==> src/rtl/pcmcv_pkg.sv <==
// ----------------------------------------------------------------------------
// PCM converter package
// Shared types, format codes and constants for the PCM to s16 converter.
// ----------------------------------------------------------------------------
`default_nettype none

package pcmcv_pkg;

  localparam int unsigned RAW_W = 64;
  localparam int unsigned FMT_W = 3;
  localparam int unsigned OUT_W = 16;

  typedef enum logic [FMT_W-1:0] {
    FMT_S8  = 3'd0,
    FMT_U8  = 3'd1,
    FMT_U16 = 3'd2,
    FMT_S32 = 3'd3,
    FMT_F32 = 3'd4,
    FMT_F64 = 3'd5
  } fmt_t;

  // Float fields normalized to a double layout.
  typedef struct packed {
    logic        sign;
    logic [10:0] expo;
    logic        is_nan;
    logic        is_inf;
    logic [52:0] mant;   // with hidden bit
  } flt_t;

  // Stage one carries the integer result or the decoded float.
  typedef struct packed {
    logic        is_float;
    logic [15:0] int_sample;
    flt_t        flt;
    logic        last;
  } st1_t;

  typedef struct packed {
    logic [15:0] sample;
    logic        clipped;
    logic        last;
  } res_t;

endpackage

`default_nettype wire

==> src/rtl/pcmcv_if.sv <==
// ----------------------------------------------------------------------------
// PCM converter channels
// Valid/ready channel interfaces for samples, results and configuration.
// ----------------------------------------------------------------------------
`default_nettype none

interface pcmcv_in_if
  import pcmcv_pkg::*;
  ();
  logic             valid;
  logic             ready;
  logic [RAW_W-1:0] raw_sample;
  logic             last_in;
  modport source (output valid, raw_sample, last_in, input ready);
  modport sink (input valid, raw_sample, last_in, output ready);
endinterface

interface pcmcv_out_if
  import pcmcv_pkg::*;
  ();
  logic                    valid;
  logic                    ready;
  logic signed [OUT_W-1:0] sample_out;
  logic                    clipped;
  logic                    last_out;
  modport source (output valid, sample_out, clipped, last_out, input ready);
  modport sink (input valid, sample_out, clipped, last_out, output ready);
endinterface

interface pcmcv_cfg_if
  import pcmcv_pkg::*;
  ();
  logic             valid;
  logic             ready;
  logic [FMT_W-1:0] data;
  modport source (output valid, data, input ready);
  modport sink (input valid, data, output ready);
endinterface

`default_nettype wire

==> src/rtl/pcm_sample_to_s16_converter_core.sv <==
// ----------------------------------------------------------------------------
// PCM sample to s16 converter
// Converts one PCM sample per transfer to signed 16-bit under a format register.
// ----------------------------------------------------------------------------
// Each sample is registered through stages one, two and three before its
// result is offered on out.
// Throughput: one sample per cycle; the three stages advance together and
// hold as a unit while the output stalls, so ready is out.ready or an empty
// last stage.
// Reset: rst (synchronous, active high) empties the pipeline and sets the
// format register to signed 8-bit.
`default_nettype none

module pcm_sample_to_s16_converter_core
  import pcmcv_pkg::*;
(
  input  wire logic    clk,
  input  wire logic    rst,
  pcmcv_cfg_if.sink    cfg,
  pcmcv_in_if.sink     in,
  pcmcv_out_if.source  out
);

  logic [FMT_W-1:0] input_format;

  logic v1, v2, v3;
  st1_t s1;
  // Stage two: the magnitude aligned to an integer, plus overflow flags.
  logic        s2_float, s2_sign, s2_big, s2_nan, s2_last;
  logic [15:0] s2_int, s2_mag;
  logic        s2_lim;
  res_t        s3;
  logic        adv;

  // The pipeline moves whenever the last stage is free or being taken.
  assign adv      = !v3 || out.ready;
  assign in.ready = adv;
  assign cfg.ready = 1'b1;

  always_ff @(posedge clk) begin
    if (rst) begin
      input_format <= FMT_S8;
    end else if (cfg.valid) begin
      input_format <= cfg.data;
    end
  end

  // Stage one: integer formats resolve here; floats are unpacked into a
  // common double-like layout (single exponents are rebiased by 896).
  st1_t s1_next;
  always_comb begin
    s1_next = '0;
    s1_next.last = in.last_in;
    case (input_format)
      FMT_S8:  s1_next.int_sample = {in.raw_sample[7:0], 8'h00};
      FMT_U8:  s1_next.int_sample = {~in.raw_sample[7], in.raw_sample[6:0], 8'h00};
      FMT_U16: s1_next.int_sample = {~in.raw_sample[15], in.raw_sample[14:0]};
      FMT_S32: s1_next.int_sample = in.raw_sample[31:16];
      FMT_F32: begin
        s1_next.is_float   = 1'b1;
        s1_next.flt.sign   = in.raw_sample[31];
        s1_next.flt.is_nan = (&in.raw_sample[30:23]) && (|in.raw_sample[22:0]);
        s1_next.flt.is_inf = (&in.raw_sample[30:23]) && !(|in.raw_sample[22:0]);
        s1_next.flt.expo   = (in.raw_sample[30:23] == 8'd0) ? 11'd0
                             : {3'd0, in.raw_sample[30:23]} + 11'd896;
        s1_next.flt.mant   = {(in.raw_sample[30:23] != 8'd0),
                              in.raw_sample[22:0], 29'd0};
      end
      FMT_F64: begin
        s1_next.is_float   = 1'b1;
        s1_next.flt.sign   = in.raw_sample[63];
        s1_next.flt.is_nan = (&in.raw_sample[62:52]) && (|in.raw_sample[51:0]);
        s1_next.flt.is_inf = (&in.raw_sample[62:52]) && !(|in.raw_sample[51:0]);
        s1_next.flt.expo   = in.raw_sample[62:52];
        s1_next.flt.mant   = {(in.raw_sample[62:52] != 11'd0), in.raw_sample[51:0]};
      end
      default: s1_next.int_sample = '0;
    endcase
  end

  // Stage two: scaled value = mant * 2^(expo - 1075 + 15). Its integer part
  // is mant >> (1060 - expo). A value of 2^15 or more is out of range, which
  // is expo >= 1023; below expo 1008 the integer part is zero.
  logic [11:0] sh;
  logic [52:0] shifted;
  always_comb begin
    sh = 12'd1060 - {1'b0, s1.flt.expo};
    if (s1.flt.expo < 11'd1008) begin
      shifted = '0;
    end else begin
      shifted = s1.flt.mant >> sh[5:0];
    end
  end

  always_ff @(posedge clk) begin
    if (adv) begin
      s2_float   <= s1.is_float;
      s2_int     <= s1.int_sample;
      s2_sign    <= s1.flt.sign;
      s2_nan     <= s1.flt.is_nan;
      s2_big     <= s1.flt.is_inf || (s1.flt.expo >= 11'd1023);
      s2_lim     <= (s1.flt.expo == 11'd1023);
      s2_mag     <= shifted[15:0];
      s2_last    <= s1.last;
    end
  end

  // Stage three: sign, saturation and NaN. A negative value whose integer
  // part is exactly 2^15 truncates to -32768 and is in range, whatever its
  // fraction; anything larger clips.
  res_t s3_next;
  always_comb begin
    s3_next.last    = s2_last;
    s3_next.clipped = 1'b0;
    if (!s2_float) begin
      s3_next.sample = s2_int;
    end else if (s2_nan) begin
      s3_next.sample = '0;
    end else if (s2_big) begin
      s3_next.sample  = s2_sign ? 16'h8000 : 16'h7FFF;
      s3_next.clipped = !(s2_sign && s2_lim && s2_mag == 16'h8000);
    end else begin
      s3_next.sample = s2_sign ? (16'd0 - s2_mag) : s2_mag;
    end
  end

  // At expo 1023 the shift is 37, so s2_mag holds the whole integer part
  // and the 2^15 bit lands on bit 15.
  always_ff @(posedge clk) begin
    if (adv) begin
      s1 <= s1_next;
      s3 <= s3_next;
    end
  end

  always_ff @(posedge clk) begin
    if (rst) begin
      v1 <= 1'b0;
      v2 <= 1'b0;
      v3 <= 1'b0;
    end else if (adv) begin
      v1 <= in.valid;
      v2 <= v1;
      v3 <= v2;
    end
  end

  assign out.valid      = v3;
  assign out.sample_out = s3.sample;
  assign out.clipped    = s3.clipped;
  assign out.last_out   = s3.last;

endmodule

`default_nettype wire
==> src/flat_wrapper.sv <==
// flat-port wrapper written by rule: the top's interface ports become plain ports
module pcm_sample_to_s16_converter_core_flat import pcmcv_pkg::*;
  (clk, rst, cfg_valid, cfg_data, cfg_ready, in_valid, in_raw_sample, in_last_in, in_ready, out_valid, out_sample_out, out_clipped, out_last_out, out_ready);
  pcmcv_cfg_if cfg_i ();
  pcmcv_in_if in_i ();
  pcmcv_out_if out_i ();
  input  wire logic clk;
  input  wire logic rst;
  input wire logic [$bits(cfg_i.valid)-1:0] cfg_valid;
  input wire logic [$bits(cfg_i.data)-1:0] cfg_data;
  output wire logic [$bits(cfg_i.ready)-1:0] cfg_ready;
  input wire logic [$bits(in_i.valid)-1:0] in_valid;
  input wire logic [$bits(in_i.raw_sample)-1:0] in_raw_sample;
  input wire logic [$bits(in_i.last_in)-1:0] in_last_in;
  output wire logic [$bits(in_i.ready)-1:0] in_ready;
  output wire logic [$bits(out_i.valid)-1:0] out_valid;
  output wire logic [$bits(out_i.sample_out)-1:0] out_sample_out;
  output wire logic [$bits(out_i.clipped)-1:0] out_clipped;
  output wire logic [$bits(out_i.last_out)-1:0] out_last_out;
  input wire logic [$bits(out_i.ready)-1:0] out_ready;
  assign cfg_i.valid = cfg_valid;
  assign cfg_i.data = cfg_data;
  assign cfg_ready = cfg_i.ready;
  assign in_i.valid = in_valid;
  assign in_i.raw_sample = in_raw_sample;
  assign in_i.last_in = in_last_in;
  assign in_ready = in_i.ready;
  assign out_valid = out_i.valid;
  assign out_sample_out = out_i.sample_out;
  assign out_clipped = out_i.clipped;
  assign out_last_out = out_i.last_out;
  assign out_i.ready = out_ready;
  pcm_sample_to_s16_converter_core u_core (.clk(clk), .rst(rst), .cfg(cfg_i), .in(in_i), .out(out_i));
endmodule
==> config.mk <==
export PLATFORM = sky130hd
export DESIGN_NAME = pcm_sample_to_s16_converter_core_flat
export DESIGN_NICKNAME = d
export VERILOG_FILES = /design/src/rtl/pcmcv_pkg.sv /design/src/rtl/pcmcv_if.sv /design/src/rtl/pcm_sample_to_s16_converter_core.sv /design/src/flat_wrapper.sv
export SDC_FILE = /design/constraint.sdc
export NUM_CORES = 1
export LEC_CHECK = 0
export CORE_ASPECT_RATIO = 0.75
export CORE_UTILIZATION = 60
export CTS_CLUSTER_SIZE = 24
export DETAILED_ROUTE_END_ITERATION = 16
export DONT_BUFFER_PORTS = 1
export HOLD_SLACK_MARGIN = 0.12
export MAX_ROUTING_LAYER = met4
export PLACE_DENSITY = 0.76
export SLEW_MARGIN = 20
export SYNTH_ARGS = -nofsm -noshare
export SYNTH_HDL_FRONTEND = slang
export SYNTH_SLANG_ARGS = --single-unit
==> constraint.sdc <==
create_clock -name clk -period 5.6 [get_ports clk]
set_input_delay 0.56 -clock clk [delete_from_list [all_inputs] [get_ports clk]]
set_output_delay 0.56 -clock clk [all_outputs]
set_load 0.01 [all_outputs]
== Word-level counts from Yosys, hierarchy flattened ==
Cells that the tools add are included.

* $add $sub $neg: 3
* Multipliers: 0
* Divide/modulo/power cells: 0
* Order comparisons: 2
* Equality and inequality tests: 7
* Shift operators: 1
* Mux-type cells: 9
* Bitwise operators: 4
* Reductions and logical operators: 22

{| class="wikitable"
|+ Operators by type and width
! kind !! number
|-
| 67-bit one-hot mux with 2 select lines || 1
|-
| 16-bit two-way mux || 5
|-
| 16-bit one-hot mux with 4 select lines || 1
|-
| 53-bit by 6-bit right shift with 16-bit output || 1
|-
| 52-bit OR reduction || 1
|-
| 23-bit OR reduction || 1
|-
| 16-bit == test (second input constant) || 1
|-
| 1-bit by 16-bit subtractor with 16-bit output (first input constant) || 1
|-
| 8-bit by 10-bit adder with 11-bit output (second input constant) || 1
|-
| 11-bit by 10-bit == test with 1-bit output (second input constant) || 1
|-
| 11-bit by 10-bit greater-or-equal comparator with 1-bit output (second input constant) || 1
|-
| 11-bit by 10-bit < comparator with 1-bit output (second input constant) || 1
|-
| 11-bit two-way mux || 1
|-
| 11-bit AND reduction || 1
|-
| 11-bit nonzero test || 1
|-
| 8-bit logical NOT || 1
|-
| 8-bit AND reduction || 1
|-
| 8-bit nonzero test || 1
|-
| 3-bit by 2-bit == test with 1-bit output (second input constant) || 2
|-
| 3-bit == test (second input constant) || 2
|-
| 1-bit logical AND || 6
|-
| 6-bit subtractor (first input constant) || 1
|-
| 1-bit logical NOT || 4
|-
| 1-bit NOT || 4
|-
| 6 further kinds || 7
|}

* Bits in registers: 147
* Latch bits: 0
* Memory bits (writable): 0
* Bits in read-only memories: 0
* Bits of input ports: 73
* Output and inout port bits: 21
* Logic and storage cells: 71
* Memories: 0

== Longest topological paths before layout ==
* Depth in word-level cells: 5
* Mapped depth: 15
* Mapped depth without buffers: 8

== Worst setup path after synthesis ==
Ideal clock, no wire load.

* Path kind: input to output
* Start point: input port out_ready
* End point: output port in_ready
* Data arrival time: 3445 ps
* Path slack: 1595 ps
* Stages: 2
* Buffers on the path: 0
* Path through: nor2b_1 inv_1

* Cells in the longest elaborated chain, start to end: 1

{| class="wikitable"
|+ RTL lines
! element !! RTL line !! RTL
|-
| start: declaration || flat_wrapper.sv:20 || <nowiki>input wire logic [$bits(out_i.ready)-1:0] out_ready;</nowiki>
|-
| 1-bit logical OR || pcm_sample_to_s16_converter_core.sv:36 || <nowiki>assign adv = !v3 || out.ready;</nowiki>
|-
| end: declaration || flat_wrapper.sv:15 || <nowiki>output wire logic [$bits(in_i.ready)-1:0] in_ready;</nowiki>
|}

No other way between the ends.

== Worst setup path after layout ==
* Start point: register u_core.s1[56] in the netlist's numbering
* End point: register u_core.s2_mag[6], data pin

* Cells in the longest elaborated chain, start to end: 2
* Elaborated cells between the ends (all ways): 3
* Classes of those cells: 1 x add/sub; 1 x order compare; 1 x shift

{| class="wikitable"
|+ RTL lines
! element !! RTL line !! RTL
|-
| start: declaration || pcm_sample_to_s16_converter_core.sv:27 || <nowiki>st1_t s1;</nowiki>
|-
| start signal: assignment || pcm_sample_to_s16_converter_core.sv:131 || <nowiki>s1 <= s1_next;</nowiki>
|-
| 6-bit subtractor || pcm_sample_to_s16_converter_core.sv:87 || <nowiki>sh = 12'd1060 - {1'b0, s1.flt.expo};</nowiki>
|-
| 53-bit by 6-bit right shift with 16-bit output || pcm_sample_to_s16_converter_core.sv:91 || <nowiki>shifted = s1.flt.mant >> sh[5:0];</nowiki>
|-
| end signal: assignment || pcm_sample_to_s16_converter_core.sv:103 || <nowiki>s2_mag <= shifted[15:0];</nowiki>
|-
| end: declaration || pcm_sample_to_s16_converter_core.sv:30 || <nowiki>logic [15:0] s2_int, s2_mag;</nowiki>
|}

Several ways; a longest one is shown, not always the timed one.
A chain may end at the register's enable or synchronous reset.

==> impl_metrics.csv <==
group,metric,value,unit
synth,syn_nets,930,
synth,synth_ff_type,"edfxtp_1",
timing,tightest_slew,1046,ps
global_route,grt_start_max_net_pins,102,
timing,rsz0062_at_grt,"false",
floorplanning,die_x,144.2,um
synth,synth_edf_count,141,
route,ant_nets,0,
min_path,worstHoldStart,"rst",
timing,relSlewSlack,30.25,%
route,wirelength,27250,um
power,p_leak,0.003913,uW
timing,finalCritPeriodShare,68.21,%
worst_setup_path,r2r-start,"u_core.s1[56]",
timing,max_freq,261.8,MHz
timing,setup_violations,0,
route,via_per_inst,6.882,
place,io_buffer_count,0,
synth,async_flop_share,0,%
synth,synth.area.top_cells,"edfxtp_1 47%, mux2i_1 14%, nand2_1 3.6%",
cts,cts.clk_slew.worst_paths,70,ps
cells_and_area,syn_to_final_growth,7.909,%
floorplanning,start_util,62.12,%
cts,cts_buffer_depth,2,
global_route,grt_pass1_vias,6648,
timing,finalHoldViolations,0,
worst_setup_path,critPathRequiredTime,5750,ps
route,drt_pass1_iterations,5,
cells_and_area,final_cells,1038,
cts,clkSinkCount,147,
floorplanning,die_y,108.6,um
power,peakVddDrop,0.2260,mV
cts,cts_tree,"built",
cts,cts_root_buf,"clkbuf_16",
synth,synth_top_family_by_area,"multiplexers",
power,power.total,3129,uW
worst_setup_path,rr_worst_depth,10,
global_route,grt_antenna_before_repair,2,
cts,cts_hold_buf,0,
timing,finalCriticalPeriod,3820,ps
synth,synthCells,854,
synth,synthSimpleGateAreaFrac,15.65,%
cts,cts_resized,0,
route,drt_iter0_drc,1019,
route,drc_errors,0,
power,power_density,318.8,nW/um^2
cts,post_cts_buffers,0,
worst_setup_path,path_class,"flip-flop to flip-flop",
synth,yosys_warnings,0,
synth,synth_area_leader_cell,"edfxtp_1",
synth,synthDistinctLibCells,64,
synth,synth_area,9096,sq um
route,wl_per_cell,26.25,um
place,dp.cells,1004,
synth,synth_compound_area_share,11.76,%
min_path,hold-path-endpoint,"u_core.input_format[2]",
synth,synth_fa_ha_area_share,0.4127,%
synth,yosysSeqAreaShare,47.87,%
synth,yosys_register_bits,147,
cts,insertion_delay,430,ps
worst_setup_path,start_kind,"flip-flop",
timing,setup_tns,0,ps
route,num_vias,7144,
floorplanning,core,14640,sq um
worst_setup_path,crit_path_max_fanout,38,
cells_and_area,fin_nets,899,
cells_and_area,drive_gt1_share,9.330,%
min_path,hold_path_depth,1,
job,drv_cap,0,
worst_setup_path,worstPathArrival,3970,ps
cts,cts_buffers,17,
worst_setup_path,ff2ff_setup_slack,1780,ps
cts,htreeDepth,4,
floorplanning,io_pins,94,
synth,avgSynthCellArea,10.65,sq um
timing,skew,14.27,ps
timing,drv_slew,0,
place,gp_congestion,1.039,
floorplanning,die_area,15660,sq um
place,place_ws,1891,ps
global_route,grt_pass1_wl,40060,um
outcome,status,"complete, no violations",
timing,setup_ws,1780,ps
cells_and_area,fin_util,67.03,%
floorplanning,row_count,38,
synth,yosys-mux-area-fraction,18.14,%
synth,yosys.area.top_type_share,46.55,%
min_path,hp-class,"primary input to flip-flop",
global_route,globalRouteOverflowTotal,0,
synth,synthXorXnorAreaFrac,2.022,%
place,dp_hpwl,20300,um
global_route,track_usage,37.41,%
worst_setup_path,crit_path_end_kind,"flip-flop",
worst_setup_path,reg2reg_to,"u_core.s2_mag[6]",
[layer usage]
metal / vias to the layer above / share of wire [%] / track usage [%]
met2: 526 / 42 / 50.79
li1: 3182 / - / -
met1: 3375 / 43 / 52.73
met4: 0 / 2.7 / 11.35
met3: 61 / 13 / 12.56
met5: - / 0 / -
[cell usage in the layout (no fill, tap or decap), drive strengths merged, types with 17 or more instances in the layout]
cell,synthesis,layout
edfxtp,141,141
mux2i,127,127
nand2,87,87
nor2,79,79
a21oi,53,53
and3,32,32
inv,15,21
o21ai,20,20
nand3,17,17
clkbuf,35,17
[critical path, cell delays in order (launching register included)]
cell and delay (ps):
edfxtp_1 330, buf_4 410, inv_1 140, ha_2 810, buf_4 390, mux2i_1 390
mux2i_1 210, mux2i_1 320, mux2_2 210, o221a_2 210, o22ai_1 90
[flip-flops by register name, indices dropped and copies added (netlist names)]
signal	flops
u_core.s2_lim	1
u_core.v1	1
u_core.s2_float	1
u_core.s1	85
u_core.out.sample_out	16
u_core.s2_int	16
u_core.input_format	3
u_core.out.clipped	1
u_core.s2_nan	1
u_core.out.valid	1
u_core.s2_sign	1
u_core.s2_mag	16
u_core.s2_big	1
u_core.v2	1
u_core.s2_last	1
u_core.out.last_out	1
[how the worst max path moves through the flow]
stage | start | endpoint | slack, ps | cells after the start
floorplan | out_ready | in_ready | 1600 | 2
global placement | u_core.s1[56] | u_core.s2_mag[6] | 1850 | 10
detailed placement | u_core.s1[56] | u_core.s2_mag[6] | 1890 | 10
CTS | u_core.s1[56] | u_core.s2_mag[6] | 1870 | 10
global route | u_core.s1[56] | u_core.s2_mag[6] | 1660 | 10
finish | u_core.s1[56] | u_core.s2_mag[6] | 1780 | 10
[logic make-up after synthesis]
| kind of cell | count (synthesis) |
|---|---|
| buffers and inverters | 78 |
| XOR/XNOR | 18 |
| multiplexers | 149 |
| flip-flops | 147 |
| AO/OA/AOI/OAI | 161 |
| AND/OR/NAND/NOR | 297 |
| adder cells (fa/ha/maj) | 3 |
| other | 1 |
[synthesized netlist by cell type (3+ instances only)]
master,n
a311oi_1,3
nand2_1,87
nor3b_1,3
or4_1,5
nor4_1,15
nand2b_1,13
nor3_1,14
a2bb2oi_1,3
buf_2,17
a31oi_1,5
buf_1,3
and3_1,32
o31ai_1,10
mux2i_1,127
ha_1,3
a21oi_1,53
buf_4,5
mux4_2,10
mux2_2,10
nand4_1,9
a22o_1,5
nand3_1,17
xnor2_1,9
nor2b_1,9
edfxtp_1,141
o21ai_0,20
o2bb2ai_1,10
xor2_1,7
clkbuf_1,35
dfxtp_1,6
nand3b_1,3
a211oi_1,14
nor2_1,79
inv_1,15
o41ai_1,3
o22ai_1,8
and2_1,3
o221ai_1,8
or3_1,5
[through the flow]
stage | hold slack [ps] | instance area, sq um
after floorplan | 400.3 | 9096
after global placement | 401.5 | 9149
after detailed placement | 406.3 | 9151
after CTS | 181.9 | 9799
after global routing | 177.5 | 9816
final | 186.8 | 9816
[cell type report]
cell class	count	area (sq um)
Sequential cell	147	4355
Fill cell	1138	4828
Clock buffer	17	425.4
Antenna cell	2	5.005
Tap cell	200	250.2
Inverter	15	58.81
Multi-Input combinational cell	629	4400
Timing Repair Buffer	13	97.59
Clock inverter	15	222.7
[power breakdown]
part	switching [uW]	internal [uW]	leakage [uW]
Clock	483	761	0.000317
Sequential	71.7	1290	0.00171
Combinational	329	193	0.00189
No activity file was read; power rests on OpenSTA's default activity.
